`src/hw/rtl/radial_gradient_dither_shader_core_macros.svh`:
```
// assertion macros for the radial gradient dither shader core
// expects clk and arst_n in the scope of every use
`ifndef RADIAL_GRADIENT_DITHER_SHADER_CORE_MACROS_SVH
`define RADIAL_GRADIENT_DITHER_SHADER_CORE_MACROS_SVH

// consequent checked in the same cycle as the antecedent
`define RGDS_ASSERT_SAME(label, ante, cons, msg) \
	label: assert property (@(posedge clk) disable iff (!arst_n) (ante) |-> (cons)) \
		else $error(msg);

// consequent checked in the cycle after the antecedent
`define RGDS_ASSERT_NEXT(label, ante, cons, msg) \
	label: assert property (@(posedge clk) disable iff (!arst_n) (ante) |=> (cons)) \
		else $error(msg);

`endif

```
`src/hw/rtl/rgds_pkg.sv`:
```
// shared types and constants of the radial gradient dither shader
// no dependencies
`timescale 1ns / 1ps

package rgds_pkg;

	localparam int TABLE_INDEX_BITS_DEF = 8;
	localparam int SCREEN_WIDTH_DEF     = 1024;
	localparam int SCREEN_HEIGHT_DEF    = 1024;

	localparam int COORD_W    = 10;
	localparam int TIDX_W     = 8;
	localparam int TVAL_W     = 16;
	localparam int CTR_W      = 16;
	localparam int IRS_W      = 32;
	localparam int SHADE_W    = 8;
	localparam int CFG_IDX_W  = 3;
	localparam int CFG_DATA_W = 32;
	localparam int S_TDATA_W  = 48;
	localparam int M_TDATA_W  = 32;

	// register indexes on the configuration port
	localparam logic [CFG_IDX_W-1:0] REG_CENTER_X     = 3'd0;
	localparam logic [CFG_IDX_W-1:0] REG_CENTER_Y     = 3'd1;
	localparam logic [CFG_IDX_W-1:0] REG_INV_RADIUS2  = 3'd2;
	localparam logic [CFG_IDX_W-1:0] REG_INDEX_BITS   = 3'd3;
	localparam logic [CFG_IDX_W-1:0] REG_OUTPUT_SHIFT = 3'd4;

	localparam logic [3:0] INDEX_BITS_RST   = 4'd8;
	localparam logic [3:0] OUTPUT_SHIFT_RST = 4'd8;

	// operation codes carried in tuser
	localparam logic OP_TABLE_WRITE = 1'b0;
	localparam logic OP_SHADE       = 1'b1;

	typedef struct packed {
		logic              vld;
		logic              op;
		logic [COORD_W-1:0] px;
		logic [COORD_W-1:0] py;
		logic [TIDX_W-1:0]  tidx;
		logic [TVAL_W-1:0]  tval;
	} rgds_item_t;

	typedef struct packed {
		logic               vld;
		logic [COORD_W-1:0] px;
		logic [COORD_W-1:0] py;
	} rgds_pix_t;

endpackage

```
`src/hw/rtl/rgds_dist.sv`:
```
// distance pipeline: |dx|,|dy|, squares, sum, product with inverse radius squared
// depends on rgds_pkg
`timescale 1ns / 1ps

module rgds_dist #(
	parameter int SCREEN_WIDTH  = rgds_pkg::SCREEN_WIDTH_DEF,
	parameter int SCREEN_HEIGHT = rgds_pkg::SCREEN_HEIGHT_DEF
) (
	input  logic                           clk,
	input  logic                           arst_n,
	input  logic                           en,
	input  rgds_pkg::rgds_item_t           item_in,
	input  logic [rgds_pkg::CTR_W-1:0]     center_x,
	input  logic [rgds_pkg::CTR_W-1:0]     center_y,
	input  logic [rgds_pkg::IRS_W-1:0]     inv_radius2,
	output rgds_pkg::rgds_item_t           item_s4,
	output logic [31:0]                    prod_s4
);

	rgds_pkg::rgds_item_t item_s1, item_s2, item_s3;
	rgds_pkg::rgds_item_t item_kept;
	logic        on_screen;
	logic [16:0] dx, dy, ndx, ndy;
	logic [15:0] adx, ady;
	logic [15:0] adx_s1, ady_s1;
	logic [31:0] sq_x_s2, sq_y_s2;
	logic [31:0] dist2_s3;

	assign on_screen = (32'(item_in.px) < 32'(SCREEN_WIDTH))
		&& (32'(item_in.py) < 32'(SCREEN_HEIGHT));

	// clipped pixels leave the pipeline here
	always_comb begin
		item_kept     = item_in;
		item_kept.vld = item_in.vld
			&& (item_in.op == rgds_pkg::OP_TABLE_WRITE || on_screen);
	end

	// centre minus pixel, 17-bit two's complement; magnitude fits 16 bits
	assign dx  = {center_x[15], center_x} - {7'd0, item_in.px};
	assign dy  = {center_y[15], center_y} - {7'd0, item_in.py};
	assign ndx = 17'd0 - dx;
	assign ndy = 17'd0 - dy;
	assign adx = dx[16] ? ndx[15:0] : dx[15:0];
	assign ady = dy[16] ? ndy[15:0] : dy[15:0];

	always_ff @(posedge clk or negedge arst_n) begin
		if (!arst_n) begin
			item_s1 <= '0;
			item_s2 <= '0;
			item_s3 <= '0;
			item_s4 <= '0;
		end else if (en) begin
			item_s1 <= item_kept;
			item_s2 <= item_s1;
			item_s3 <= item_s2;
			item_s4 <= item_s3;
		end
	end

	always_ff @(posedge clk) begin
		if (en) begin
			adx_s1   <= adx;
			ady_s1   <= ady;
			sq_x_s2  <= 32'(adx_s1) * 32'(adx_s1);
			sq_y_s2  <= 32'(ady_s1) * 32'(ady_s1);
			// sum of two squares stays below 2^32
			dist2_s3 <= sq_x_s2 + sq_y_s2;
			// low 32 bits only, wraps as intended
			prod_s4  <= dist2_s3 * inv_radius2;
		end
	end

endmodule

```
`config.mk`:
```
export PLATFORM = sky130hd
export DESIGN_NAME = rgds_dist
export DESIGN_NICKNAME = d
export VERILOG_FILES = /design/src/hw/rtl/radial_gradient_dither_shader_core_macros.svh /design/src/hw/rtl/rgds_pkg.sv /design/src/hw/rtl/rgds_dist.sv
export SDC_FILE = /design/constraint.sdc
export NUM_CORES = 2
export LEC_CHECK = 0
export ABC_AREA = 1
export ABC_CLOCK_PERIOD_IN_PS = 7300
export BUFFER_PORTS_ARGS = -buffer_cell sky130_fd_sc_hd__buf_4
export CELL_PAD_IN_SITES_DETAIL_PLACEMENT = 1
export CELL_PAD_IN_SITES_GLOBAL_PLACEMENT = 2
export CORE_ASPECT_RATIO = 1.1
export CORE_MARGIN = 3
export CORE_UTILIZATION = 40
export CTS_BUF_LIST = sky130_fd_sc_hd__clkbuf_16
export DETAILED_ROUTE_END_ITERATION = 6
export GPL_ROUTABILITY_DRIVEN = 0
export PLACE_DENSITY = 0.84
export SLEW_MARGIN = 5
export SYNTH_ARGS = -nofsm -noshare
export SYNTH_HDL_FRONTEND = slang
export SYNTH_SLANG_ARGS = --single-unit
```
`constraint.sdc`:
```
create_clock -name clk -period 7.3 [get_ports clk]
set_clock_uncertainty 0.05 [all_clocks]
set_input_delay 1.095 -clock clk [delete_from_list [all_inputs] [get_ports clk]]
set_output_delay 1.095 -clock clk [all_outputs]
set_load 0.03 [all_outputs]
```
==> results.md <==
- Via/cell ratio: 4.77
- CTS tree: built
- Simple-Gate Fraction of Synth Area: 14.7%
- Sequential-to-total area share from yosys stat: 19.9%
- Max incr delay on CP: 620 ps
- Core area: 0.116 mm2
- Wirelength per Cell: 16.9 um
- Post-CTS sizing: 0
- Most used cell, CP: fa_1
- Setup Buffers After CTS: 0
- Required time of the critical path: 7590 ps
- Most used DFF post-synth: dfrtp_1
- RSZ-0062 raised after global routing: false
- Largest net degree at the start of global routing: 194
- Critical Path Source Type: register
- End of the worst register-to-register path: prod_s4[29]
- Largest family of logic cells by synthesized area: adder cells
- CP max stage cell: edfxtp_1
- I/O Pins: 191
- Most common cell in the synthesized netlist: inv_1
- Post-synthesis mux area share: 1.15%
- Final Slew Violations: 0
- Worst R2R Setup Slack: 290 ps
- Drt drc: 0
- Placed instance area: 0.0507 mm2
- Worst Setup SP: dist2_s3[15]
- Clock Tree Root: clkbuf_16
- Top-area cell type share of the netlist area: 31.5%
- X dimension of the die: 333 um
- Gr ovfl total: 0
- Worst-margin pin slew: 1060 ps
- Initial Util: 40.4%
- Number of fill cells in the layout: 13900
- Worst slack, placed: -291 ps
- Worst Hold Path EP: item_s2[0]
- Post-Syn Area per Cell: 8.34 um2
- Synth Area in XOR/XNOR: 3.29%
- Antenna cell count: 0
- Synth area leader: fa_1
- Cell area after synthesis: 0.0470 mm2
- Total GRT Usage: 21.1%
- CP Class: register to register
- Ys async rst share: 53.8%
- Post-Route WL: 125 mm
- CP arrival: 7300 ps
- Top cell types by occurrence after synthesis: inv_1, nand2_1, fa_1, ha_1, a21oi_1
- Clock latency on the worst-skew pair: 590 ps
- Worst-path fanout max: 8
- Compound-Gate Fraction of Synth Area: 5.15%
- Reg2reg path depth: 25
- Seq cells post-synth: 342
- Synth warn: 0
- Slew HR: 29.3%
- Post-CTS Hold Buffers: 0
- Status: finished clean
- Clock slew at reported path FFs: 70 ps
- Port Buffers: 190
- Initial antenna violation count: 0
- Final nets: 7053
- F_max: 143 MHz
- Worst hold path stage count: 2
- Syn nets: 6857
- Drt first-iter violations: 1113
- Synth Instances: 5631
- Minimum clock period: 7010 ps
- Final ANT Viol Nets: 0
- Setup TNS Final: 0 ps
- Hold Vio Cnt, Final: 0
- Sequential Area: 0.00935 mm2
- Yosys cell types: 51
- H-tree Lvls: 2
- CP Capture Type: register
- Drt pass-1 iters: 5
- Vias in the first global route: 39900
- Worst reg2reg path startpoint: dist2_s3[15]
- Design Area, Final: 0.0522 mm2
- Max Cap Viol: 0
- Synth top area cells: fa_1, inv_1, nand2_1, edfxtp_1, ha_1
- Final period utilization: 96.0%
- Area occupied by multi-input gates: 0.0309 mm2
- Die Y-Extent: 365 um
- Routed via count: 35200
- Layout cells sized above 1: 8.48%
- Dpl hpwl: 106 mm
- CTS sink count: 342
- Core Util, Final: 44.9%
- Row Count: 131
- Inserted Clock Buffers: 42
- Max Buffers Root-to-Sink: 3
- First-pass GRT wire length: 206 mm
- Hold Crit Class: register to register
- Setup WS post-layout: 290 ps
- Post-synthesis adder-cell area fraction: 41.5%
- Hold path startpoint: item_s1[0]
- # setup viols final: 0
- Area delta synth->final: 11.1%
- Post-synth EDFFs: 158
- Die area: 0.122 mm2
==> registers in the layout, indices dropped and copies added, names as in the netlist, 31 cells and up <==
name      count
prod_s4      32
sq_x_s2      31
item_s3      46
item_s1      46
item_s4      46
dist2_s3     32
sq_y_s2      31
item_s2      46
==> worst max-delay path by stage <==
stage	to	slack, ps
2_1_floorplan	prod_s4[29]	-4
3_3_place_gp	prod_s4[29]	-250
3_5_place_dp	prod_s4[29]	-290
4_1_cts	prod_s4[29]	180
5_1_grt	prod_s4[29]	7
6_report	prod_s4[29]	290
==> logic make-up after synthesis <==
logic type,after synthesis
AOI/OAI and AO/OA,440
xor gates and xnor gates,173
adders and majority gates,1113
buffers and inverters,1790
DFF,342
muxes,48
and+or+nand+nor,1725
==> layout make-up <==
type,instances,area share [%]
multi-input cells,3499,59.2
inverters,1590,11.4
repair buffers,352,5.26
well taps,1529,3.67
flip-flops and latches,342,17.9
clock buffers,42,2.01
clock inverters,33,0.559
==> critical path: cells and delay by family (launching register included) <==
family | cells | cell delay (ps)
buf+inv | 5 | 490
compound gates | 1 | 310
flops | 1 | 620
fa+ha+maj | 9 | 4360
xor+xnor | 1 | 70
simple gates | 9 | 870
==> stage by stage <==
step	cells	hold slack (ps)
after global placement	7297	410
after detailed placement	7297	422
after floorplan	5631	374
after CTS	7372	437
final	7387	431
after global routing	7387	462
==> per-layer routing <==
metal	routed length (um)	vias to the layer above	GRT usage (%)
li1	-	16900	-
met1	50100	17800	24.4
met2	67600	419	41.3
met3	4040	140	2.70
met4	2930	0	4.93
met5	0	-	0
==> layout by cell type, fill, tap and decap left out, types with 132 or more instances in the layout <==
cell         n
edfxtp_1   158
inv_1     1593
fa_1       738
o21ai_0    132
buf_4      343
dfrtp_1    184
ha_1       375
nand2_1   1299
a21oi_1    224
nor2_1     219
Power is left out: the tool's default activity adds up to more than one toggle a clock period on the data nets, which glitch-free logic cannot reach.
