<file path="config.mk">
export PLATFORM = sky130hd
export DESIGN_NAME = rgds_ram
export DESIGN_NICKNAME = d
export VERILOG_FILES = /design/src/hw/rtl/radial_gradient_dither_shader_core_macros.svh /design/src/hw/rtl/rgds_ram.sv
export SDC_FILE = /design/constraint.sdc
export NUM_CORES = 2
export LEC_CHECK = 0
export BUFFER_PORTS_ARGS = -buffer_cell sky130_fd_sc_hd__buf_2
export CORE_MARGIN = 2
export CORE_UTILIZATION = 50
export CTS_CLUSTER_SIZE = 40
export DETAILED_ROUTE_END_ITERATION = 6
export GPL_TIMING_DRIVEN = 0
export PLACE_DENSITY = 0.66
export SYNTH_ARGS = -nofsm -noshare
export SYNTH_HDL_FRONTEND = slang
export SYNTH_SLANG_ARGS = --single-unit
</file>
<file path="constraint.sdc">
create_clock -name clk -period 7.85 [get_ports clk]
set_input_delay 1.57 -clock clk [delete_from_list [all_inputs] [get_ports clk]]
set_output_delay 1.57 -clock clk [all_outputs]
set_load 0.01 [all_outputs]
</file>
<file path="src/hw/rtl/radial_gradient_dither_shader_core_macros.svh">
// assertion macros for the radial gradient dither shader core
// expects clk and arst_n in the scope of every use
`ifndef RADIAL_GRADIENT_DITHER_SHADER_CORE_MACROS_SVH
`define RADIAL_GRADIENT_DITHER_SHADER_CORE_MACROS_SVH

// consequent checked in the same cycle as the antecedent
`define RGDS_ASSERT_SAME(label, ante, cons, msg) \
	label: assert property (@(posedge clk) disable iff (!arst_n) (ante) |-> (cons)) \
		else $error(msg);

// consequent checked in the cycle after the antecedent
`define RGDS_ASSERT_NEXT(label, ante, cons, msg) \
	label: assert property (@(posedge clk) disable iff (!arst_n) (ante) |=> (cons)) \
		else $error(msg);

`endif

</file>
<file path="src/hw/rtl/rgds_ram.sv">
// generic simple dual-port ram, one write and one registered read port
// no dependencies
`timescale 1ns / 1ps

module rgds_ram #(
	parameter int WIDTH = 16,
	parameter int DEPTH = 256
) (
	input  logic                     clk,
	input  logic                     we,
	input  logic [$clog2(DEPTH)-1:0] waddr,
	input  logic [WIDTH-1:0]         wdata,
	input  logic                     re,
	input  logic [$clog2(DEPTH)-1:0] raddr,
	output logic [WIDTH-1:0]         rdata
);

	logic [WIDTH-1:0] mem_q [DEPTH];

	always_ff @(posedge clk) begin
		if (we) begin
			mem_q[waddr] <= wdata;
		end
		if (re) begin
			rdata <= mem_q[raddr];
		end
	end

endmodule

</file>
==> report_table.html <==
<table>
<tr><th>Metric</th><th>Value</th></tr>
<tr><th colspan="2">Floorplan</th></tr>
<tr><td>Die Footprint</td><td>between 300000 and 400000 um2</td></tr>
<tr><td>Standard-cell rows</td><td>about 210</td></tr>
<tr><td>Width of the chip</td><td>~570 um</td></tr>
<tr><td>Ports placed on the boundary</td><td>51</td></tr>
<tr><td>Placeable core region</td><td>about 320000 um2</td></tr>
<tr><td>Height of the die</td><td>about 570 um</td></tr>
<tr><td>Initial Util</td><td>between 50% and 60%</td></tr>
<tr><th colspan="2">Placed design</th></tr>
<tr><td>Input/output buffers</td><td>40</td></tr>
<tr><td>Placed Cells</td><td>approximately 12k</td></tr>
<tr><td>Pre-CTS setup slack</td><td>between 0.3 and 0.4 ns</td></tr>
<tr><td>HPWL Detailed</td><td>333 mm</td></tr>
<tr><td>Routability cong.</td><td>around 1.0</td></tr>
<tr><th colspan="2">Clocking</th></tr>
<tr><td>Clock transition at the registers of the reported paths</td><td>about 0.060 ns</td></tr>
<tr><td>CTS hold repair buffers</td><td>0</td></tr>
<tr><td>Number of buffers added by the clock tree synthesis step</td><td>410</td></tr>
<tr><td>Count of cells resized by post-cts repair</td><td>0</td></tr>
<tr><td>TritonCTS sink count</td><td>4112</td></tr>
<tr><td>TritonCTS clock tree</td><td>done</td></tr>
<tr><td># Post-CTS Setup Buffers</td><td>0</td></tr>
<tr><td>Maximum clock insertion buffer count</td><td>4</td></tr>
<tr><td>Source-to-sink clock delay at the later pin of the worst-skew pair</td><td>slightly below 1 ns</td></tr>
<tr><td>Number of H-tree levels</td><td>5</td></tr>
<tr><td>Master cell of the clock root buffer</td><td>clkbuf_16</td></tr>
<tr><th colspan="2">Yosys</th></tr>
<tr><td>Distinct cell type count of the synthesized netlist</td><td>51</td></tr>
<tr><td>Synth area leader</td><td>edfxtp_1</td></tr>
<tr><td>EDFF count, synth</td><td>slightly above 4k</td></tr>
<tr><td>Commonest register cell after synthesis</td><td>edfxtp_1</td></tr>
<tr><td>Synth Net Count</td><td>between 7k and 8k</td></tr>
<tr><td>Yosys warning count</td><td>0</td></tr>
<tr><td>Top cell type's share of synthesized area</td><td>~78%</td></tr>
<tr><td>Async set-reset flop share out of synthesis</td><td>0%</td></tr>
<tr><td>Cells after Synth</td><td>around 7.4k</td></tr>
<tr><td>Mapped cell area</td><td>around 160000 um2</td></tr>
<tr><td>Proportion of synthesized chip area in sequential cells</td><td>77.7%</td></tr>
<tr><td>Syn_area_per_cell</td><td>roughly 22 um2</td></tr>
<tr><td>Dominant cells by area after synthesis</td><td>edfxtp_1 78%, mux4_2 11%, mux2i_1 3.6%</td></tr>
<tr><td>Flops &amp; latches, synth</td><td>4112</td></tr>
<tr><th colspan="2">GRT</th></tr>
<tr><td>GRT met2 Usage</td><td>44.2%</td></tr>
<tr><td>Global routing met1 resource utilization</td><td>about two fifths</td></tr>
<tr><td>Leftover overflow at the end of global routing</td><td>0</td></tr>
<tr><td>Number of antenna violations at the first check in global routing</td><td>between 40 and 50</td></tr>
<tr><td>First-pass GRT wire length</td><td>approximately 660 mm</td></tr>
<tr><td>Met3 Track Usage GR</td><td>a little under a tenth</td></tr>
<tr><td>Vias in the first global route</td><td>just over 80k</td></tr>
<tr><td>Most congested layer reported by global routing</td><td>met2</td></tr>
<tr><td>Pin count of the biggest net entering global routing</td><td>between 100 and 150</td></tr>
<tr><td>Gr usage total</td><td>around 30%</td></tr>
<tr><th colspan="2">STA</th></tr>
<tr><td>Final setup margin</td><td>0.956 ns</td></tr>
<tr><td>Final Critical Period</td><td>between 6 and 7 ns</td></tr>
<tr><td>Max-Slew Margin vs Limit</td><td>-11.8%</td></tr>
<tr><td>Transition at the pin with the smallest max-transition slack</td><td>roughly 1.7 ns</td></tr>
<tr><td>Clk_skew</td><td>0.0632 ns</td></tr>
<tr><td>Post-route fraction of the period consumed by the critical path</td><td>just under 90%</td></tr>
<tr><td>Max-slew violation count</td><td>~70</td></tr>
<tr><td>Setup TNS</td><td>0 ns</td></tr>
<tr><td>Total count of hold-check failures in the final report</td><td>0</td></tr>
<tr><td>Upper clock frequency limit</td><td>roughly 150 MHz</td></tr>
<tr><td>RSZ-0062 raised after global routing</td><td>false</td></tr>
<tr><td>Final count of negative-setup-slack endpoints</td><td>0</td></tr>
<tr><td>Post-route worst hold slack</td><td>slightly below 0.9 ns</td></tr>
<tr><th colspan="2">Cells and area</th></tr>
<tr><td>Most frequent cells in the layout</td><td>4112 x edfxtp_1, 797 x mux4_2, 565 x mux2i_1</td></tr>
<tr><td>Number of nets in the final layout</td><td>~8.1k</td></tr>
<tr><td>Final standard cell count with taps included and fillers excluded</td><td>roughly 13k</td></tr>
<tr><td>Layout cells sized above 1</td><td>26.4%</td></tr>
<tr><td>Filler cell count in the final layout</td><td>approximately 23k</td></tr>
<tr><td>Most frequent standard cell in the layout excluding fill and tap cells</td><td>edfxtp_1</td></tr>
<tr><td>Final standard cell utilization of the core</td><td>~58%</td></tr>
<tr><td>Area delta synth-&gt;final</td><td>14.8%</td></tr>
<tr><th colspan="2">Hold path</th></tr>
<tr><td>Min-Delay Path Depth</td><td>1</td></tr>
<tr><td>Hold-critical path endpoint</td><td>mem_q[71][13]$_DFFE_PP_</td></tr>
<tr><td>Hold Path Class</td><td>in -&gt; reg</td></tr>
<tr><td>HP Start</td><td>wdata[13]</td></tr>
<tr><th colspan="2">Power and ir drop</th></tr>
<tr><td>Maximum VDD drop</td><td>213 uV</td></tr>
<tr><td>Cell leakage power</td><td>between 50 and 60 nW</td></tr>
<tr><td>Power Density</td><td>roughly 250 nW/um2</td></tr>
<tr><td>Proportion of power drawn by flip-flops and latches</td><td>between 50% and 60%</td></tr>
<tr><td>Switching share of power</td><td>between 20% and 30%</td></tr>
<tr><td>Power Internal</td><td>0.0360 W</td></tr>
<tr><td>Switching power</td><td>just over 0.01 W</td></tr>
<tr><td>Clock group share of total power</td><td>a little over two fifths</td></tr>
<tr><td>Comb power frac</td><td>under 10%</td></tr>
<tr><th colspan="2">Detailed routing</th></tr>
<tr><td>Final wirelength</td><td>a little under 500 mm</td></tr>
<tr><td>Number of iterations in the first detailed-routing pass</td><td>7</td></tr>
<tr><td>Average detailed-routed wire length per instance</td><td>39.0 um</td></tr>
<tr><td>Number of remaining DRC errors</td><td>0</td></tr>
<tr><td>Via count of the routed design</td><td>84.3k</td></tr>
<tr><td>Count of nets left with antenna violations after detail routing</td><td>0</td></tr>
<tr><td>Vias/cell</td><td>about 6.7</td></tr>
<tr><td>Violation count after the first detailed-routing iteration</td><td>around 15k</td></tr>
<tr><th colspan="2">Worst setup path</th></tr>
<tr><td>CP Capture Type</td><td>flop</td></tr>
<tr><td>Crit Path Category</td><td>in -&gt; reg</td></tr>
<tr><td>Flop-to-flop setup slack</td><td>3.58 ns</td></tr>
<tr><td>Number of cells on the worst reg-to-reg path</td><td>6</td></tr>
<tr><td>R2R Path End</td><td>rdata[7]$_DFFE_PP_</td></tr>
<tr><td>Arrival @ worst endpoint</td><td>7.52 ns</td></tr>
<tr><td>Type of origin of the critical path</td><td>input pin</td></tr>
<tr><td>Biggest fanout along the worst timing path</td><td>10</td></tr>
<tr><td>Startpoint of the worst-slack reg-to-reg timing path</td><td>mem_q[163][7]$_DFFE_PP_</td></tr>
<tr><td>Endpoint required time on the critical path</td><td>8.48 ns</td></tr>
<tr><th colspan="2">Run</th></tr>
<tr><td>Max-cap violations</td><td>8</td></tr>
<tr><th colspan="2">Outcome</th></tr>
<tr><td>Violations in the final reports</td><td>capacitance limit, slew limit</td></tr>
<tr><td>Outcome</td><td>complete, but fails checks</td></tr>
</table>
final cells by class:
cell class	count	area [um2]	share of cell area, %
Antenna cell	18	45.0	0.0247
Buffer	452	2710	1.48
Clock buffer	503	10700	5.89
Clock inverter	247	2460	1.35
Inverter	4	15.0	0.00823
Multi-Input combinational cell	2792	33400	18.3
Sequential cell	4112	123000	67.7
Tap cell	4160	5200	2.85
Timing Repair Buffer	261	4340	2.38
metrics by stage:
step	area [um2]	power, W
3_5_place_dp	169000	0.0273
6_report	182000	0.0463
3_3_place_gp	164000	0.0273
4_1_cts	182000	0.0463
2_1_floorplan	159000	0.0259
5_1_grt	182000	0.0473
power by group through the flow:
stage / logic, W / clock network (W) / registers [W]
floorplan: 0.00119 / 0 / 0.0247
detailed placement: 0.00259 / 0 / 0.0247
global route: 0.00270 / 0.0203 / 0.0242
global placement: 0.00247 / 0 / 0.0248
finish: 0.00267 / 0.0194 / 0.0242
CTS: 0.00260 / 0.0195 / 0.0242
Yosys cell counts, types with 2 or more instances:
| library cell | number |
|---|---|
| a2111oi_0 | 6 |
| a211oi_1 | 18 |
| a21o_1 | 2 |
| a21oi_1 | 175 |
| a221oi_1 | 28 |
| a22o_1 | 32 |
| a22oi_1 | 43 |
| a31oi_1 | 6 |
| and3_1 | 11 |
| and4_1 | 2 |
| buf_1 | 27 |
| buf_12 | 5 |
| buf_2 | 76 |
| buf_4 | 26 |
| buf_6 | 77 |
| buf_8 | 11 |
| clkbuf_1 | 230 |
| edfxtp_1 | 4112 |
| inv_1 | 3 |
| mux2_2 | 88 |
| mux2i_1 | 565 |
| mux4_2 | 797 |
| nand2_1 | 38 |
| nand2b_1 | 3 |
| nand3_1 | 35 |
| nand4_1 | 26 |
| nand4b_1 | 3 |
| nor2_1 | 304 |
| nor2b_1 | 9 |
| nor3_1 | 92 |
| nor4_1 | 17 |
| nor4bb_1 | 2 |
| o21ai_0 | 37 |
| o221ai_1 | 252 |
| o22ai_1 | 148 |
| o31ai_1 | 16 |
| o32ai_1 | 20 |
| or2_2 | 4 |
| or3_1 | 2 |
critical path: stages:
cell and delay [ns]:
buf_2 0.35, clkbuf_1 1.06, clkbuf_2 0.88, clkbuf_1 1.16, a21oi_1 0.05, o21ai_0 1.32, nand3_1 0.24, nor4_1 0.84
state kept, by name, summed over array words and instances (netlist names):
| register | cells |
|---|---|
| mem_q | 4096 |
| rdata | 16 |
routing by layer:
metal	vias up	wire length, um
met3	962	64800
li1	32700	-
met1	44600	182000
met4	12	25300
met5	-	77
met2	5949	218000
logic make-up after synthesis:
family | Yosys count | synth area share, %
flip-flops | 4112 | 77.7
multiplexers | 1450 | 15.5
AO/OA/AOI/OAI | 786 | 3.53
AND/OR/NAND/NOR | 556 | 1.57
buffers and inverters | 456 | 1.69
how the worst max path moves through the flow:
| stage | start | end | slack [ns] |
|---|---|---|---|
| 3_5_place_dp | raddr[3] | rdata[7]$_DFFE_PP_ | 0.37 |
| 5_1_grt | raddr[3] | rdata[8]$_DFFE_PP_ | 1.41 |
| 3_3_place_gp | raddr[2] | rdata[8]$_DFFE_PP_ | -0.24 |
| 2_1_floorplan | raddr[0] | rdata[4]$_DFFE_PP_ | 4.03 |
| 6_report | raddr[2] | rdata[3]$_DFFE_PP_ | 0.96 |
| 4_1_cts | raddr[3] | rdata[7]$_DFFE_PP_ | 1.35 |
Note: power is estimated with default switching activity, not from simulation.
