<file path="src/hw/rtl/radial_gradient_dither_shader_core_macros.svh">
// assertion macros for the radial gradient dither shader core
// expects clk and arst_n in the scope of every use
`ifndef RADIAL_GRADIENT_DITHER_SHADER_CORE_MACROS_SVH
`define RADIAL_GRADIENT_DITHER_SHADER_CORE_MACROS_SVH

// consequent checked in the same cycle as the antecedent
`define RGDS_ASSERT_SAME(label, ante, cons, msg) \
	label: assert property (@(posedge clk) disable iff (!arst_n) (ante) |-> (cons)) \
		else $error(msg);

// consequent checked in the cycle after the antecedent
`define RGDS_ASSERT_NEXT(label, ante, cons, msg) \
	label: assert property (@(posedge clk) disable iff (!arst_n) (ante) |=> (cons)) \
		else $error(msg);

`endif

</file>
<file path="src/hw/rtl/rgds_pkg.sv">
// shared types and constants of the radial gradient dither shader
// no dependencies
`timescale 1ns / 1ps

package rgds_pkg;

	localparam int TABLE_INDEX_BITS_DEF = 8;
	localparam int SCREEN_WIDTH_DEF     = 1024;
	localparam int SCREEN_HEIGHT_DEF    = 1024;

	localparam int COORD_W    = 10;
	localparam int TIDX_W     = 8;
	localparam int TVAL_W     = 16;
	localparam int CTR_W      = 16;
	localparam int IRS_W      = 32;
	localparam int SHADE_W    = 8;
	localparam int CFG_IDX_W  = 3;
	localparam int CFG_DATA_W = 32;
	localparam int S_TDATA_W  = 48;
	localparam int M_TDATA_W  = 32;

	// register indexes on the configuration port
	localparam logic [CFG_IDX_W-1:0] REG_CENTER_X     = 3'd0;
	localparam logic [CFG_IDX_W-1:0] REG_CENTER_Y     = 3'd1;
	localparam logic [CFG_IDX_W-1:0] REG_INV_RADIUS2  = 3'd2;
	localparam logic [CFG_IDX_W-1:0] REG_INDEX_BITS   = 3'd3;
	localparam logic [CFG_IDX_W-1:0] REG_OUTPUT_SHIFT = 3'd4;

	localparam logic [3:0] INDEX_BITS_RST   = 4'd8;
	localparam logic [3:0] OUTPUT_SHIFT_RST = 4'd8;

	// operation codes carried in tuser
	localparam logic OP_TABLE_WRITE = 1'b0;
	localparam logic OP_SHADE       = 1'b1;

	typedef struct packed {
		logic              vld;
		logic              op;
		logic [COORD_W-1:0] px;
		logic [COORD_W-1:0] py;
		logic [TIDX_W-1:0]  tidx;
		logic [TVAL_W-1:0]  tval;
	} rgds_item_t;

	typedef struct packed {
		logic               vld;
		logic [COORD_W-1:0] px;
		logic [COORD_W-1:0] py;
	} rgds_pix_t;

endpackage

</file>
<file path="src/hw/rtl/rgds_shade.sv">
// dither, clamp, shift and saturate, then output register with skid stage
// depends on rgds_pkg
`timescale 1ns / 1ps

module rgds_shade (
	input  logic                              clk,
	input  logic                              arst_n,
	input  rgds_pkg::rgds_pix_t               pix_s5,
	input  logic [rgds_pkg::TVAL_W-1:0]       entry,
	input  logic [3:0]                        output_shift,
	input  logic                              m_tready,
	output logic                              m_tvalid,
	output logic [rgds_pkg::M_TDATA_W-1:0]    m_tdata,
	output logic                              skid_full
);

	localparam logic [4:0] BAYER4 [16] = '{
		5'd1,  5'd9,  5'd3,  5'd11,
		5'd13, 5'd5,  5'd15, 5'd7,
		5'd4,  5'd12, 5'd2,  5'd10,
		5'd16, 5'd8,  5'd14, 5'd6
	};

	logic [3:0]                     shift;
	logic [3:0]                     sh3;
	logic [4:0]                     t;
	logic signed [5:0]              tm8;
	logic signed [17:0]             off;
	logic signed [17:0]             sum;
	logic [16:0]                    pos;
	logic [16:0]                    lvl;
	logic [rgds_pkg::SHADE_W-1:0]   shade;
	logic [rgds_pkg::M_TDATA_W-1:0] word;
	logic                           out_vld_q, skid_vld_q;
	logic [rgds_pkg::M_TDATA_W-1:0] out_q, skid_q;

	always_comb begin
		if (output_shift < 4'd8) begin
			shift = 4'd8;
		end else if (output_shift > 4'd12) begin
			shift = 4'd12;
		end else begin
			shift = output_shift;
		end
	end

	assign sh3   = shift - 4'd3;
	assign t     = BAYER4[{pix_s5.py[1:0], pix_s5.px[1:0]}];
	assign tm8   = $signed({1'b0, t}) - 6'sd8;
	assign off   = 18'(tm8) <<< sh3;
	assign sum   = $signed({2'b00, entry}) + off;
	assign pos   = sum[17] ? 17'd0 : sum[16:0];
	assign lvl   = pos >> shift;
	assign shade = (lvl > 17'd255) ? 8'hFF : lvl[7:0];
	assign word  = {4'd0, shade, pix_s5.py, pix_s5.px};

	always_ff @(posedge clk or negedge arst_n) begin
		if (!arst_n) begin
			out_vld_q  <= 1'b0;
			skid_vld_q <= 1'b0;
		end else if (skid_vld_q) begin
			if (m_tready) begin
				out_vld_q  <= 1'b1;
				skid_vld_q <= 1'b0;
			end
		end else if (!out_vld_q || m_tready) begin
			out_vld_q <= pix_s5.vld;
		end else if (pix_s5.vld) begin
			skid_vld_q <= 1'b1;
		end
	end

	always_ff @(posedge clk) begin
		if (skid_vld_q) begin
			if (m_tready) begin
				out_q <= skid_q;
			end
		end else if (!out_vld_q || m_tready) begin
			out_q <= word;
		end else begin
			skid_q <= word;
		end
	end

	assign m_tvalid  = out_vld_q;
	assign m_tdata   = out_q;
	assign skid_full = skid_vld_q;

endmodule

</file>
<file path="config.mk">
export PLATFORM = sky130hd
export DESIGN_NAME = rgds_shade
export DESIGN_NICKNAME = d
export VERILOG_FILES = /design/src/hw/rtl/radial_gradient_dither_shader_core_macros.svh /design/src/hw/rtl/rgds_pkg.sv /design/src/hw/rtl/rgds_shade.sv
export SDC_FILE = /design/constraint.sdc
export NUM_CORES = 1
export LEC_CHECK = 0
export BUFFER_PORTS_ARGS = -buffer_cell sky130_fd_sc_hd__buf_4
export CAP_MARGIN = 20
export CORE_MARGIN = 3
export CORE_UTILIZATION = 50
export CTS_BUF_LIST = sky130_fd_sc_hd__clkbuf_4 sky130_fd_sc_hd__clkbuf_8
export DETAILED_ROUTE_END_ITERATION = 8
export PLACE_DENSITY = 0.79
export SKIP_LAST_GASP = 1
export SLEW_MARGIN = 10
export SYNTH_ARGS = -nofsm -noshare
export SYNTH_HDL_FRONTEND = slang
export SYNTH_SLANG_ARGS = --single-unit
</file>
<file path="constraint.sdc">
create_clock -name clk -period 2.7 [get_ports clk]
set_input_delay 0.405 -clock clk [delete_from_list [all_inputs] [get_ports clk]]
set_output_delay 0.405 -clock clk [all_outputs]
set_load 0.005 [all_outputs]
</file>
==> out/metrics.csv, run 1 <==
metric,value,unit
hold path startpoint,pix_s5[6],
final worst slack,-1.31,ns
ys flop type,edfxtp_1,
nets,613,
hold depth,1,
Critical Path RT,2.77,ns
dpl cell area,5350,µm²
post-route ant nets,0,
Tmin final,4.01,ns
reg2reg setup slack,0.87,ns
Area Growth Syn to Fin,51.7,%
DRC viols,0,
first-pass GRT wire length,17700,µm
Rel. slew slack,45.9,%
failing checks,negative setup slack,
total grt overflow,0,
Post-synth EDFFs,56,
"Distinct cells, synth",73,
routability cong.,0.944,
Layout Cells excl Fill,653,
slowest CP cell,mux4_2,
total power,0.00356,W
vias in the first global route,3619,
worst slew pin tran,0.802,ns
WP buf/inv,3,
CTS Sinks,58,
fmax,249,MHz
RR Endpoint,m_tdata[16]$_DFFE_PP_,
most common cell in the netlist,edfxtp_1,
Syn Area/Cell,10.3,µm²
TritonCTS clock tree,done,
initial core utilization,53.1,%
peak supply drop,0.257,mV
design area,6030,µm²
Post-synth top cells,"56 x edfxtp_1, 35 x nand2_1, 29 x a21oi_1",
utilization after layout,80.5,%
gr usage total,25.1,%
core area,7490,µm²
launching point of the worst reg2reg path,skid_full$_DFF_PN0_,
Hold WC Path Type,input port to flop,
status,finished with violations,
Rows,31,
Yosys top cell area share,42.3,%
root buf cell,clkbuf_8,
clock buffer depth,2,
# diodes,0,
WHS Endpoint,skid_q[16]$_DFFE_PP_,
worst-path cell chain,buf_6 > or3b_4 > and3_4 > ha_4 > inv_2 > mux4_2 > mux2i_2 > nor2_1 > ha_2 > a21oi_2 > o311ai_4 > buf_6 > a31o_4 > a21oi_4 > xor2_4 > mux2i_2 > or2_1 > and4b_1,
TNS Setup,-19.74,ns
cells after synthesis,387,
die extent in x,95.2,µm
final hold vios,0,
startpoint types,input port,
DR vias/cell,5.83,
"Slew Viols, Final",0,
Power Dens Cells,590,nW/µm²
CTS H-tree lvls,3,
Clock Skew,0.00582,ns
I/O pin count,78,
Leakage,2.52,nW
RSZ-0062 raised after global routing,yes,
clk slew on worst S/H paths,0.06,ns
die area,9050,µm²
crit end category,flop,
Die Y,95.2,µm
Mapped Area,3970,µm²
endpoints failing setup,16,
crit-path max cell delay,0.49,ns
WL per Instance,17.7,µm
total number of vias,3807,
PortBufs,73,
kind of critical path,input port to flop,
Worst R2R Path Depth,2,
largest area contributor in the netlist,edfxtp_1,
Post-DP HPWL,7780,µm
First-pass DRT Iterations,5,
Async SR Flop Fraction,3.45,%
period utilization,149,%
Yosys reg bits,58,
worst-skew pair later-pin latency,0.32,ns
Worst Path Max Fanout,4,
Inserted Clock Buffers,9,
"top cells by area, synth","edfxtp_1 42%, ha_1 6.0%, mux2_2 5.7%",
DP Cell Count,618,
Max-Cap Viols,0,
detailed router's first-iteration violation count,215,
CP arrival,4.09,ns
Post-Route WL,11600,µm
largest net degree at the start of global routing,29,
initial antenna violation count,0,
post-synthesis sequential area ratio,43.6,%
layout cells sized above 1,54.2,%
Top Family by Delay on Critical Path,simple AND/OR/NAND/NOR gates,
Synth Warn #,0,
==> cells by family after synthesis <==
| logic type | after synthesis | share of synthesized area (%) |
|---|---|---|
| compound gates | 107 | 18.7 |
| flops | 58 | 43.6 |
| mux | 32 | 9.01 |
| simple gates | 120 | 15.5 |
| xor+xnor | 11 | 2.42 |
| fa+ha+maj | 20 | 6.49 |
| buf+inv | 38 | 4.22 |
| other cells | 1 | 0.0944 |
==> report_power, final <==
group	leakage, nW	internal, W	switching [W]
combinational	1.85	0.000840	0.000776
sequential	0.569	0.00114	0.0000458
clock	0.0997	0.000449	0.000303
total	2.52	0.00243	0.00113
==> layer usage <==
metal	share of wire [%]	vias up	track usage [%]
met1	40	1840	30.4
li1	-	1786	-
met5	0	-	0
met3	5.5	17	2.76
met2	53	164	46.6
met4	1.8	0	7.45
==> stage by stage <==
stage,worst slack (ns),hold WS [ns]
after floorplan,-1.38,0.109
after global placement,-1.63,0.187
after detailed placement,-1.77,0.190
after CTS,-1.30,0.260
after global routing,-1.48,0.260
final,-1.31,0.268
==> how the worst max path moves through the flow <==
stage / cells past startpoint / start / slack, ns / end
detailed placement: 19 / pix_s5[10] / -1.77 / m_tdata[22]$_DFFE_PP_
CTS: 17 / pix_s5[10] / -1.30 / m_tdata[27]$_DFFE_PP_
floorplan: 21 / output_shift[3] / -1.38 / m_tdata[21]$_DFFE_PP_
global route: 20 / pix_s5[1] / -1.48 / skid_q[22]$_DFFE_PP_
finish: 18 / pix_s5[1] / -1.31 / skid_q[22]$_DFFE_PP_
global placement: 17 / pix_s5[10] / -1.63 / m_tdata[22]$_DFFE_PP_
==> final cells by class <==
type,instances,area (µm²)
Clock buffer,12,146
Clock inverter,4,42.5
Fill cell,414,1460
Inverter,10,45.0
Multi-Input combinational cell,294,2600
Sequential cell,58,1730
Tap cell,99,124
Timing Repair Buffer,176,1340
==> registers in the layout (all words and copies together), names as in the netlist <==
signal / flops
skid_q: 28
m_tdata: 28
skid_full: 1
m_tvalid: 1
==> placed cells by master, fill, tap and decap left out, types with 4 or more instances in the layout <==
master    synthesis  final
a21o_1            4      4
a21oi_1          29     16
a21oi_2           0      9
a21oi_4           0      4
and2_1            6      5
buf_4             4    172
clkbuf_8          0      9
conb_1            1      4
edfxtp_1         56     56
ha_1             19     13
inv_2             1      5
mux2_2           20     19
mux2i_1          11      7
nand2_1          35     32
nand2b_1          5      4
nand3_1           6      4
nor2_1           27     25
nor2b_1           8      7
o211ai_1          5      5
o21ai_0          18      9
o21ai_1           2      8
o22ai_1           4      4
==> repair_timing <==
action / CTS / global route
cloned: 0 / 0
pin swaps: 36 / 31
hold endpoints to repair: 2 / 0
hold buffers: 1 / 0
endpoints found under the setup margin: 16 / 16
resized for setup: 40 / 28
setup buffers: 12 / 6
Note: power is estimated with default switching activity, not from simulation.
==> inputs of run 2 (changes only) <==
ABC_AREA = 1   (was default)
PLACE_DENSITY = 0.8   (was 0.79)
clock period = 3.37 ns   (was 2.7 ns; I/O delays follow)
==> run 2 against run 1 <==
  * The flow still finishes with violations (negative setup slack)
  * Critical path depth grew 15
  * Final cell count is 13% higher
  * Synthesized cell count grew 26%
  * Clock skew is 0.0047 ns higher
  * Flip-flop and latch count unchanged
  * Clock power shrank 28%
  * Sequential share of layout area rose by 1.2 points
  * Largest cell class unchanged
==> out/metrics.csv, run 2 <==
metric,value,unit
RSZ-0062 raised after global routing,yes,
Area Growth Syn to Fin,51.0,%
final worst slack,-0.482,ns
total grt overflow,0,
Worst Path Max Fanout,5,
crit path launch,pix_s5[10],
DR vias/cell,5.29,
period utilization,114,%
Mapped Area,3830,µm²
crit-path max cell delay,0.30,ns
M1 GR Usage,28.7,%
clock buffer depth,2,
initial antenna violation count,0,
Rows,31,
"commonest non-fill, non-tap cell in the layout",buf_4,
nets,701,
Post-Route WL,11100,µm
Max-Cap Viols,0,
worst-skew pair later-pin latency,0.34,ns
Yosys top cell area share,43.9,%
Inserted Clock Buffers,9,
DRC viols,0,
TNS Setup,-6.66,ns
fillers,481,
peak supply drop,0.255,mV
Yosys reg bits,58,
RR Endpoint,m_tdata[25]$_DFFE_PP_,
slowest CP cell,ha_4,
detailed router's first-iteration violation count,223,
vias in the first global route,3730,
worst setup path end,skid_q[22]$_DFFE_PP_,
design area,5780,µm²
Post-synth top cells,"170 x nand2_1, 56 x edfxtp_1, 55 x inv_1, 55 x nand3_1, 28 x o21ai_0",
PortBufs,73,
most frequent cells in the layout,"148 x buf_4, 143 x nand2_1, 56 x edfxtp_1",
status,finished with violations,
Syn Area/Cell,7.88,µm²
cells after synthesis,486,
routability cong.,0.883,
CTS H-tree lvls,3,
dpl cell area,4990,µm²
launching point of the worst reg2reg path,skid_full$_DFF_PN0_,
I/O pin count,78,
Post-synth EDFFs,56,
failing checks,negative setup slack,
most common cell in the netlist,nand2_1,
endpoints failing setup,16,
Critical Path RT,3.46,ns
post-route ant nets,0,
initial core utilization,52.2,%
clk slew on worst S/H paths,0.07,ns
core area,7330,µm²
# diodes,0,
die extent in x,93.5,µm
gr usage total,24.4,%
Tmin final,3.85,ns
layout cells sized above 1,44.2,%
Synth Warn #,0,
largest area contributor in the netlist,edfxtp_1,
first-pass GRT wire length,16900,µm
met3 Track Usage GR,4.42,%
M2 GR Usage,44.7,%
largest net degree at the start of global routing,38,
kind of critical path,input port to flop,
Leakage,2.79,nW
startpoint types,input port,
Post-DP HPWL,7360,µm
First-pass DRT Iterations,5,
"Distinct cells, synth",37,
post-synthesis sequential area ratio,45.2,%
Async SR Flop Fraction,3.45,%
Power Dens Cells,469,nW/µm²
"Slew Viols, Final",0,
Die Y,93.5,µm
reg2reg setup slack,1.84,ns
CP arrival,3.94,ns
final hold vios,0,
Hold WC Path Type,input port to flop,
die area,8740,µm²
fmax,260,MHz
crit end category,flop,
Worst R2R Path Depth,3,
GR peak layer,met2,
root buf cell,clkbuf_8,
total number of vias,3921,
CTS Sinks,58,
"top cells by area, synth","edfxtp_1 44%, nand2_1 17%, nand3_1 7.2%",
WL per Instance,14.9,µm
CP dominant cell by count,nand2_2,
Clock Skew,0.0106,ns
ys flop type,edfxtp_1,
TritonCTS clock tree,done,
## run 2: cell types whose count changed after synthesis, sizes merged, moves of 8 or more
cell    before  now
o21ai       20   30
inv         10   59
mux2i       11    0
nor2b        8    0
a21oi       29   14
nand2       35  173
nand3        6   60
clkbuf      18    7
mux2        20    0
## run 2: critical path: cells and delay by family
kind / cells / cell delay, ns
and+or+nand+nor: 19 / 1.72
adders and majority gates: 3 / 0.80
buffers and inverters: 8 / 0.49
AOI/OAI and AO/OA: 3 / 0.43
## run 2: worst min-delay path by stage
stage / startpoint / to / slack (ns) / depth (start not counted)
final: pix_s5[6] / skid_q[16]$_DFFE_PP_ / 0.35 / 1
after global routing: pix_s5[6] / skid_q[16]$_DFFE_PP_ / 0.34 / 1
after CTS: pix_s5[6] / skid_q[16]$_DFFE_PP_ / 0.34 / 1
after detailed placement: arst_n / m_tvalid$_DFFE_PN0P_ / 0.29 / 1
after global placement: arst_n / skid_full$_DFF_PN0_ / 0.29 / 1
after floorplan: arst_n / m_tvalid$_DFFE_PN0P_ / 0.21 / 0
## run 2: where the power goes
part	internal [W]	switching (W)	leakage [nW]
Sequential	0.000938	0.0000331	0.573
Combinational	0.000529	0.000666	2.13
Clock	0.000268	0.000274	0.0829
Total	0.00173	0.000973	2.79
## run 2: final cells by class
| cell class | instances | area, µm² | area share [%] |
|---|---|---|---|
| multi-input cells | 357 | 2340 | 40.5 |
| inverters | 60 | 258 | 4.46 |
| well taps | 99 | 124 | 2.14 |
| flip-flops and latches | 58 | 1730 | 30.0 |
| repair buffers | 151 | 1160 | 20.1 |
| clock inverters | 6 | 33.8 | 0.585 |
| clock buffers | 10 | 131 | 2.27 |
## run 2: per-stage QoR
| step | hold slack (ns) | utilization, % | instances | setup slack, ns | total power (W) |
|---|---|---|---|---|---|
| CTS | 0.343 | 74.9 | 739 | -0.357 | 0.00256 |
| global route | 0.339 | 78.8 | 741 | -0.785 | 0.00287 |
| global placement | 0.288 | 68.0 | 703 | -0.842 | 0.00187 |
| floorplan | 0.210 | - | 489 | -0.348 | 0.00152 |
| finish | 0.348 | 78.8 | 741 | -0.482 | 0.00271 |
| detailed placement | 0.291 | 68.0 | 703 | -0.920 | 0.00189 |
## run 2: timing repair
action / CTS / global route
pin swaps: 34 / 36
gates cloned: 2 / 0
resized for setup: 50 / 64
hold buffers: 1 / 0
endpoints found under the setup margin: 16 / 16
buffers inserted: 17 / 2
endpoints found under the hold margin: 2 / 0
## run 2: per-layer routing
| layer | up-vias | routed length [µm] |
|---|---|---|
| met3 | 37 | 728 |
| met5 | - | 0 |
| met4 | 0 | 291 |
| met2 | 174 | 5780 |
| li1 | 1896 | - |
| met1 | 1814 | 4260 |
## run 2: cells by family (layout without fill, tap and decap cells)
family | Yosys count | after routing | synth area share [%]
buffers and inverters | 76 | 227 | 8.17
adders and majority gates | 20 | 20 | 6.73
other | 1 | 4 | 0.0980
xor gates and xnor gates | 9 | 9 | 2.26
and+or+nand+nor | 268 | 270 | 29.8
AOI/OAI and AO/OA | 54 | 54 | 7.65
DFF | 58 | 58 | 45.2
==> inputs of run 3 (changes only) <==
CAP_MARGIN = default   (was 20)
CORE_ASPECT_RATIO = 1.4   (was default)
==> run 3 against run 2 <==
  * The flow still finishes with violations (negative setup slack)
  * Combinational power grew 5%
  * Clock power grew 11%
  * Flip-flop and latch count is the same
  * Critical path type unchanged
  * Final cell count grew 0.81%
  * Largest power group unchanged
  * Critical endpoint is now m_tdata[22]$_DFFE_PP_
  * Power grew 4.8%
  * Die area grew 0.17%
  * First-iteration DRC count grew 17%
  * Global-route usage grew 0.70 points
  * Worst setup slack lost 0.056 ns
==> out/metrics.csv, run 3 (synthesized netlist as in run 2, its figures left out) <==
metric,value,unit
kind of critical path,input port to flop,
fillers,472,
TNS Setup,-7.49,ns
Max-Cap Viols,0,
Top Family by Delay on Critical Path,buffers and inverters,
Rows,37,
startpoint types,input port,
final hold vios,0,
clk slew on worst S/H paths,0.06,ns
gr usage total,25.1,%
Pint,0.00187,W
nets,709,
failing checks,negative setup slack,
final worst slack,-0.538,ns
PortBufs,73,
"commonest non-fill, non-tap cell in the layout",buf_4,
fmax,256,MHz
total power,0.00284,W
switch share,34.2,%
vias in the first global route,3883,
First-pass DRT Iterations,5,
first-pass GRT wire length,17000,µm
Post-Route WL,11600,µm
initial antenna violation count,0,
WL per Instance,15.6,µm
CP dominant cell by count,buf_4,
Post-DP HPWL,7550,µm
Power Dens Cells,481,nW/µm²
total number of vias,4064,
crit end category,flop,
Worst Path Max Fanout,8,
RSZ-0062 raised after global routing,yes,
crit-path max cell delay,0.25,ns
Inserted Clock Buffers,9,
most frequent cells in the layout,"154 x buf_4, 138 x nand2_1, 56 x edfxtp_1",
Critical Path RT,3.45,ns
peak supply drop,0.306,mV
Area Growth Syn to Fin,53.9,%
WP buf/inv,17,
CTS Sinks,58,
die area,8760,µm²
Leakage,2.86,nW
# diodes,0,
total grt overflow,0,
Die Y,110,µm
die extent in x,79.9,µm
dpl cell area,5040,µm²
"Slew Viols, Final",0,
DR vias/cell,5.44,
I/O pin count,78,
largest net degree at the start of global routing,30,
CP arrival,3.99,ns
clock group share of total power,21.2,%
initial core utilization,51.7,%
detailed router's first-iteration violation count,262,
Hold WC Path Type,input port to flop,
hold_ws,0.364,ns
TritonCTS clock tree,done,
worst slew pin tran,0.802,ns
clock buffer depth,2,
worst-skew pair later-pin latency,0.33,ns
Sequential Power Share,34.5,%
Clock Skew,0.00614,ns
Switch Pwr,0.000970,W
pre-CTS setup slack,-1.00,ns
design area,5890,µm²
layout cells sized above 1,45.8,%
slowest CP cell,ha_4,
DRC viols,0,
endpoints failing setup,16,
Rel. slew slack,46.4,%
status,finished with violations,
period utilization,116,%
core area,7410,µm²
routability cong.,0.935,
Comb power frac,44.2,%
Tmin final,3.91,ns
reg2reg setup slack,1.50,ns
post-route ant nets,0,
root buf cell,clkbuf_8,
CTS H-tree lvls,3,
[run 3: final cells by class]
type	instances	area [µm²]	area share (%)
flip-flops and latches	58	1730	29.4
clock buffers	12	146	2.48
repair buffers	160	1250	21.2
multi-input cells	356	2350	39.8
clock inverters	4	42.5	0.722
inverters	60	254	4.31
well taps	97	121	2.06
[run 3: power by group through the flow]
stage / Sequential, W / Clock [W] / Combinational (W)
4_1_cts: 0.000980 / 0.000602 / 0.00106
6_report: 0.000980 / 0.000602 / 0.00125
5_1_grt: 0.000988 / 0.000641 / 0.00136
3_5_place_dp: 0.000993 / 0 / 0.000929
2_1_floorplan: 0.000991 / 0 / 0.000527
3_3_place_gp: 0.000989 / 0 / 0.000902
[run 3: final timing paths]
| path | startpoint | endpoint | cells past startpoint |
|---|---|---|---|
| min in group asynchronous | arst_n | skid_full$_DFF_PN0_ | 2 |
| max | pix_s5[11] | m_tdata[22]$_DFFE_PP_ | 35 |
| max in group asynchronous | arst_n | m_tvalid$_DFFE_PN0P_ | 2 |
| min | pix_s5[13] | skid_q[3]$_DFFE_PP_ | 1 |
| max reg2reg | skid_full$_DFF_PN0_ | m_tdata[22]$_DFFE_PP_ | 3 |
| min reg2reg | skid_q[7]$_DFFE_PP_ | m_tdata[7]$_DFFE_PP_ | 2 |
[run 3: routing by layer]
layer	vias to the layer above	track usage, %	wire length, µm
met4	0	14.0	687
met3	76	4.02	614
met1	1875	24.7	4010
met5	-	0	0
met2	195	48.5	6330
li1	1918	-	-
[run 3: repair_timing]
| action | in CTS | in global routing |
|---|---|---|
| hold buffers | 1 | 0 |
| resized for setup | 58 | 75 |
| endpoints found under the setup margin | 16 | 16 |
| gates cloned | 1 | 0 |
| hold endpoints to repair | 2 | 0 |
| buffers inserted | 14 | 6 |
| pin swaps | 47 | 58 |
[run 3: worst reg2reg max path: stages, from the launching register on]
cell,delay [ns]
dfrtp_1,0.72
inv_1,0.56
nand3_1,0.28
nand2_1,0.07
[run 3: through the flow]
stage          std cells  util [%]
6_report             747      79.5
5_1_grt              747      79.5
4_1_cts              741      75.1
3_5_place_dp         709      68.1
3_3_place_gp         709      68.1
2_1_floorplan        489         -
